===== config.mk =====
export PLATFORM = sky130hd
export DESIGN_NAME = chm_ram
export DESIGN_NICKNAME = d
export VERILOG_FILES = /design/src/hdl/chm_ram.sv
export SDC_FILE = /design/constraint.sdc
export NUM_CORES = 1
export LEC_CHECK = 0
export CAP_MARGIN = 20
export CORE_MARGIN = 1
export CORE_UTILIZATION = 35
export CTS_BUF_LIST = sky130_fd_sc_hd__clkbuf_8
export DETAILED_ROUTE_END_ITERATION = 8
export DONT_BUFFER_PORTS = 1
export SYNTH_ARGS = -nofsm -noshare
export SYNTH_HDL_FRONTEND = slang
export SYNTH_SLANG_ARGS = --single-unit

===== constraint.sdc =====
create_clock -name clk -period 3.4 [get_ports clk]
set_clock_uncertainty 0.15 [all_clocks]
set_input_delay 0.68 -clock clk [delete_from_list [all_inputs] [get_ports clk]]
set_output_delay 0.68 -clock clk [all_outputs]
set_load 0.01 [all_outputs]

===== src/hdl/chm_ram.sv =====
// Generic single write port RAM with one registered read port.
`default_nettype none
module chm_ram #(
  parameter int WIDTH = 8,
  parameter int DEPTH = 64
) (
  input  wire logic                     clk,
  input  wire logic                     we,
  input  wire logic [$clog2(DEPTH)-1:0] waddr,
  input  wire logic [WIDTH-1:0]         wdata,
  input  wire logic [$clog2(DEPTH)-1:0] raddr,
  output logic      [WIDTH-1:0]         rdata
);

  logic [WIDTH-1:0] mem [DEPTH];

  always_ff @(posedge clk) begin
    if (we) begin
      mem[waddr] <= wdata;
    end
    rdata <= mem[raddr];
  end

endmodule
`default_nettype wire


# After elaboration in Yosys (flattened, before gate mapping)
# Memory sizes are Yosys's and may differ from the RTL's. A register that Yosys moved wholly into a read port is not among the register bits.
# Index checks and enable logic that the tools add are counted.
dict set report totals {
  n_memories 1
  wordCells 3
  inputBits 22
  ram_bits 512
  out_inout_bits 8
  regBits 0
}
dict set report classes {
  n_mux 2
}
# name depth width read_ports rd_ports_with_merged_regs write_ports line
set memory_table {}
lappend memory_table {mem 64 8 1 1 1 15} ;# logic [WIDTH-1:0] mem [DEPTH];
# operator n
set op_table {}
lappend op_table {{$mux 1} 2}

# Depth between registers and ports, before layout
# Gate-level depths: netlist (run 1).
dict set report depth {
  ltp_word 2
  mapped_depth 9
  ltp_nobuf 5
}

# Worst setup path after synthesis (run 1)
# Ideal clock, no wire load.
dict set report synth_path {
  kind {input -> register}
  startpoint {in raddr[1]}
  endpoint {reg rdata[3], read port of mem}
  n_path_buf 3
  arrival_ps 2220
  setup_ps 128
  stages 7
  t_required_ps 3122
  path_slack_ps 902
  cell_sequence {buf_4 > buf_2 > buf_2 > mux4_2 > mux4_2 > o21ai_1 > o41ai_1}
}
# item line
set synth_rtl {}
lappend synth_rtl {{from (decl)} 11} ;# input wire logic [$clog2(DEPTH)-1:0] raddr,
lappend synth_rtl {{to (decl)} 12} ;# output logic [WIDTH-1:0] rdata

==> flow_summary.yaml, run 1 <==
run_status:
  outcome: "complete, no violations"
timing:
  tightest_slew_ps: 1020
  report.final.slew_viol_count: 0
  fmaxAchievable_mhz: 461
  rsz0062_at_grt: "false"
  tns_ps: 0
  setup_slack_ps: 1230
  period_share_pct: 63.8
  setup_viol: 0
  slew_headroom_pct: 31.6
  finalHoldViolCount: 0
  whs_ps: 41.4
  finalCriticalPeriod_ps: 2170
placed_design:
  portBuffers: 0
  pre_cts_slack_ps: 800
  gp_congestion: 0.768
  place_inst: 1715
  dp_hpwl_um: 25900
  placed_cell_area_sq_um: 21300
yosys:
  syn_inst: 940
  netlist.area_leader.share_pct: 76.2
  yosys.area.top_type: "edfxtp_1"
  synthFlopType: "edfxtp_1"
  synth-seq-area-share_pct: 77.0
  synth_fp_nets: 962
  ys_warn_count: 0
  ys_top_cells_by_area: "edfxtp_1 (76%), mux4_2 (14%), nor2_1 (1.5%)"
  synthArstFlopShare_pct: 0
  synth_cell_type_count: 40
  syn_avg_cell_area_sq_um: 21.5
  synth-seq-cells: 520
  synth_area_sq_um: 20200
  synth_edf_count: 512
global_route:
  grt_max_degree: 138
  grt_pass1_wl_um: 70700
  antenna_found_initial: 1
  grt_overflow: 0
  grt.total_usage_pct: 16.8
  grt_pass1_vias: 10171
floorplanning:
  core_area_sq_um: 56700
  rows: 87
  pin_count: 30
  dieArea_sq_um: 58600
  die_h_um: 242
  dieWidth_um: 242
  start_util_pct: 35.6
finish:
  final_common_cell: "edfxtp_1"
  utilization_pct: 40.6
  multi_input_area_sq_um: 4320
  syn2layout_area_growth_pct: 14.2
  nFillCells: 4956
  final-seq-area_sq_um: 15500
  num-nets-final: 1084
  final_cells: 1879
  design_area_sq_um: 23000
  final_cell_mix: "edfxtp_1 (512), mux4_2 (126), nor2_1 (83), clkbuf_8 (81), buf_4 (70)"
  drive_gt1_share_pct: 28.3
worst_setup_path:
  cpLargestDelayFamily: "multiplexers"
  arrival_ps: 2540
  crit_path_start: "mem[29][6]"
  reg2reg_depth: 5
  max_stage_delay_ps: 460
  cpMaxStageDelayCell: "mux4_2"
  path_class: "register to register"
  required_ps: 3770
  cp_num_cells: 5
  r2r_setup_slack_ps: 1230
  endpoint: "rdata[6]"
  critPathCaptureType: "register"
  r2r-start: "mem[29][6]"
  timing.rr.end: "rdata[6]"
  cp_max_fo: 1
  worst-path-buf-inv: 0
  crit_path_start_kind: "register"
  crit_chain: "mux4_2 > mux2_2 > o221a_2 > nor3_1 > o32ai_1"
route:
  wl_um: 48400
  vias: 9900
  drt-wirelength-per-cell_um: 25.8
  final_antenna_net_count: 0
  initialDrtViolationCount: 1028
  drc: 0
  routed_via_density: 5.27
  drt-pass1-iter-count: 5
clocking:
  path_clk_slew_ps: 60
  cts_tree: "yes"
  cts_buffers: 79
  cts.sinks: 520
  cts_resized: 0
  clockRootBuffer: "clkbuf_8"
  htree_levels: 3
  cts.path.max_buffers: 3
  clock_latency_ps: 640
job:
  maxCapViolCount: 0
pwr:
  p_per_area_nw_per_um2: 529
  total_power_mw: 12.2
  vdd_ir_drop_max_v: 0.000202
  leakage_nw: 7.26
min_path:
  min_path_type: "primary input to register"
[worst min path at each step]
stage          slack [ps]        end  cells after the start       start
6_report               40   rdata[5]                      1    raddr[5]
5_1_grt                20   rdata[5]                      1    raddr[5]
4_1_cts                 3   rdata[5]                      1    raddr[5]
3_5_place_dp          640  mem[9][6]                      0    wdata[6]
3_3_place_gp          640  mem[8][6]                      0    wdata[6]
2_1_floorplan         570   rdata[0]                      4  mem[34][0]
[flip-flops by register name, indices dropped and copies added, names as in the netlist]
signal,count
mem,512
rdata,8
[layer usage]
metal	wire length [um]	part of all wire, %	global-route usage [%]	vias to the layer above
met2	23300	48	26.9	413
met1	20000	41	22.5	5217
li1	-	-	-	4185
met4	1330	2.7	5.98	0
met5	0	0	0	-
met3	3830	7.9	3.73	85
[area by class of cell]
type / count / area share (%)
diodes: 1 / 0.0109
clock buffers: 81 / 4.84
clock inverters: 60 / 1.11
multi-input cells: 369 / 18.7
flip-flops and latches: 520 / 67.5
well taps: 756 / 4.11
repair buffers: 92 / 3.72
[cell usage after synthesis (3+ instances only)]
cell / n
buf_1: 4
nor3_1: 7
o2111ai_1: 3
nor2b_1: 14
edfxtp_1: 512
a211oi_1: 4
a21oi_1: 3
a22oi_1: 3
buf_4: 13
mux2i_1: 23
nand3b_1: 3
clkbuf_1: 17
a221oi_1: 6
nand2_1: 19
nand3_1: 13
buf_2: 11
nand2b_1: 7
mux4_2: 126
o22ai_1: 8
o2bb2ai_1: 3
mux2_2: 13
nor2_1: 83
dfxtp_1: 8
o221ai_1: 8
buf_6: 4
[report_power, final]
| part | leakage (nW) | internal [mW] | switching [mW] |
|---|---|---|---|
| clock network | 0.785 | 2.22 | 2.32 |
| logic | 1.80 | 0.249 | 0.277 |
| registers | 4.67 | 7.09 | 0.0320 |
| total | 7.26 | 9.56 | 2.63 |
[cells by family (layout without fill, tap and decap cells)]
logic type      count (synthesis)  after routing  synth area share [%]
simple gates                  153            153                  3.39
buf+inv                        51            233                  1.57
other cells                     0              1                     0
flops                         520            520                  77.0
compound gates                 54             54                  2.07
mux                           162            162                  15.9
[what timing repair did]
| item | CTS | global route |
|---|---|---|
| setup buffers | 0 | 0 |
| hold endpoints to repair | 300 | 0 |
| hold buffers | 22 | 0 |
No activity file was read; power rests on OpenSTA's default activity.
==> run 2, diff against run 1 <==
--- a/config.mk
+++ b/config.mk
@@ -5,6 +5,7 @@
 export SDC_FILE = /design/constraint.sdc
 export NUM_CORES = 1
 export LEC_CHECK = 0
+export ABC_AREA = 1
 export CAP_MARGIN = 20
 export CORE_MARGIN = 1
 export CORE_UTILIZATION = 35
==> constraint.sdc (replaced) <==
create_clock -name clk -period 2.1 [get_ports clk]
set_clock_uncertainty 0.15 [all_clocks]
set_input_delay 0.42 -clock clk [delete_from_list [all_inputs] [get_ports clk]]
set_output_delay 0.42 -clock clk [all_outputs]
set_load 0.01 [all_outputs]
==> run 2 against run 1 <==
Global-route usage rose by 1.2 points. Routed wire length is 15% higher. Highest routed layer unchanged. Count of clock-buffer cells in the layout is 8 higher. Power increased by 70%. Critical path type is now primary input to register. Sequential power increased by 63%. Die area is 5.8% higher. Critical path depth stayed put. Area after synthesis rose by 5.8%. Synthesized cell count increased by 92%.
==> flow_summary.yaml, run 2 <==
floorplanning:
  dieWidth_um: 249
  dieArea_sq_um: 62000
  start_util_pct: 35.4
  pin_count: 30
  core_area_sq_um: 60200
  rows: 90
  die_h_um: 249
yosys:
  synth_area_sq_um: 21300
  ys_warn_count: 0
  synth_cell_type_count: 16
  synthArstFlopShare_pct: 0
  ys_top_cells_by_area: "edfxtp_1 (72%), nand2_1 (11%), nand3_1 (10%)"
  synth_edf_count: 512
  yosys.area.top_type: "edfxtp_1"
  synthTopCellsByCount: "nand2_1 (648), edfxtp_1 (512), nand3_1 (439), nor2_1 (56), buf_2 (37)"
  synth-seq-area-share_pct: 72.8
  synth_fp_nets: 1827
  syn_inst: 1805
  synth-seq-cells: 520
  synth_most_common_cell: "nand2_1"
  synthFlopType: "edfxtp_1"
  syn_avg_cell_area_sq_um: 11.8
  netlist.area_leader.share_pct: 72.0
pwr:
  internal_power_mw: 15.9
  power_frac_comb_pct: 5.8
  total_power_mw: 20.7
  leakage_nw: 8.81
  switching_share_pct: 23.2
  seq_power_share_pct: 55.9
  vdd_ir_drop_max_v: 0.000407
  p_per_area_nw_per_um2: 854
  p_sw_mw: 4.79
  clockPowerShare_pct: 38.3
global_route:
  grtUsageMet2_pct: 27.0
  grt_pass1_wl_um: 84800
  antenna_found_initial: 0
  met3_usage_pct: 4.95
  top_usage_layer: "met2"
  grt_use_met1_pct: 25.5
  grt.total_usage_pct: 18.0
  grt_max_degree: 258
  grt_overflow: 0
  grt_pass1_vias: 13667
finish:
  drive_gt1_share_pct: 10.6
  insertedDiodeCount: 0
  reg.largest.list: "mem (512), rdata (8)"
  final_cell_mix: "nand2_1 (648), edfxtp_1 (512), nand3_1 (439), clkbuf_8 (89), buf_4 (84)"
  largest_register_ffs: 512
  syn2layout_area_growth_pct: 13.3
  num-nets-final: 1914
  top_register: "mem"
  nFillCells: 5702
  final_common_cell: "nand2_1"
clocking:
  cts_setup_buffers: 0
  htree_levels: 3
  path_clk_slew_ps: 60
  cts_tree: "yes"
  cts_buffers: 83
  cts.sinks: 520
  cts.path.max_buffers: 3
  clock_latency_ps: 660
  clockRootBuffer: "clkbuf_8"
timing:
  whs_ps: 37.6
  finalHoldViolCount: 0
  slew_headroom_pct: 45.5
  rsz0062_at_grt: "false"
  finalCriticalPeriod_ps: 2020
  fmaxAchievable_mhz: 495
  setup_viol: 0
  period_share_pct: 96.2
  report.final.slew_viol_count: 0
  tightest_slew_ps: 815
route:
  drt-pass1-iter-count: 6
  wl_um: 55800
  final_antenna_net_count: 0
  drc: 0
  routed_via_density: 5.14
  drt-wirelength-per-cell_um: 20.4
  vias: 14061
  initialDrtViolationCount: 1291
worst_setup_path:
  crit_path_start_kind: "primary input"
  cp_max_fo: 6
  arrival_ps: 2210
  path_class: "primary input to register"
  critPathCaptureType: "register"
  required_ps: 2300
min_path:
  min_path_type: "primary input to register"
placed_design:
  gp_congestion: 0.841
  portBuffers: 0
  dp_hpwl_um: 30700
job:
  maxCapViolCount: 0
run_status:
  outcome: "complete, no violations"
run 2: cell type report:
type,instances,area [sq um],share of cell area [%]
clock buffer,89,1220,5.06
multi-input combinational,1160,4950,20.5
tap,782,978,4.05
sequential,520,15500,64.2
inverter,12,52.6,0.217
timing repair buffer,115,1180,4.88
clock inverter,59,264,1.09
run 2: repair_timing:
action                                  in CTS  in global routing
endpoints found under the setup margin       0                  6
hold buffers                                21                  0
endpoints found under the hold margin      578                  0
gates resized for setup                      0                  1
run 2: power groups by stage:
stage	combinational (mW)	clock [mW]	sequential [mW]
after floorplan	0.807	0	11.7
after global placement	0.908	0	11.8
after detailed placement	0.913	0	11.8
after CTS	1.19	8.07	11.6
after global routing	1.31	8.51	11.6
final	1.19	7.92	11.6
run 2: cells by family after synthesis:
kind of cell	Yosys count	synth area share, %
AND/OR/NAND/NOR	1160	23.2
buffers and inverters	125	4.02
flip-flops	520	72.8
run 2: stage by stage:
stage	cells	utilization, %	cell area (sq um)	TNS [ps]	worst slack, ps
final	2737	40.1	24200	0	80.4
after global routing	2737	40.1	24200	0	46.2
after CTS	2737	40.1	24200	0	79.5
after detailed placement	2568	37.1	22300	-40.5	-26.1
after global placement	2568	37.1	22300	-11.3	-11.3
after floorplan	1805	-	21300	-15110	-236
run 2: path summary, 6_finish.rpt:
check | startpoint | endpoint | slack, ps | depth (start not counted)
worst max register to register | mem[51][7] | rdata[7] | 180 | 9
worst max-delay path | waddr[1] | mem[35][2] | 80 | 5
worst min register to register | mem[36][7] | rdata[7] | 660 | 8
worst min-delay path | wdata[6] | mem[48][6] | 40 | 1
run 2: worst max-delay path: stages:
cell and delay, ps:
dlygate4sd3_1 660, nand4_1 160, dlygate4sd3_1 600, nor2_2 170
buf_4 190
run 2: metal layers:
metal	wire length (um)	vias to the layer above	part of all wire [%]
met2	25000	502	45
met1	24800	6932	45
met3	4700	95	8.4
met4	1230	0	2.2
li1	-	6532	-
met5	0	-	0
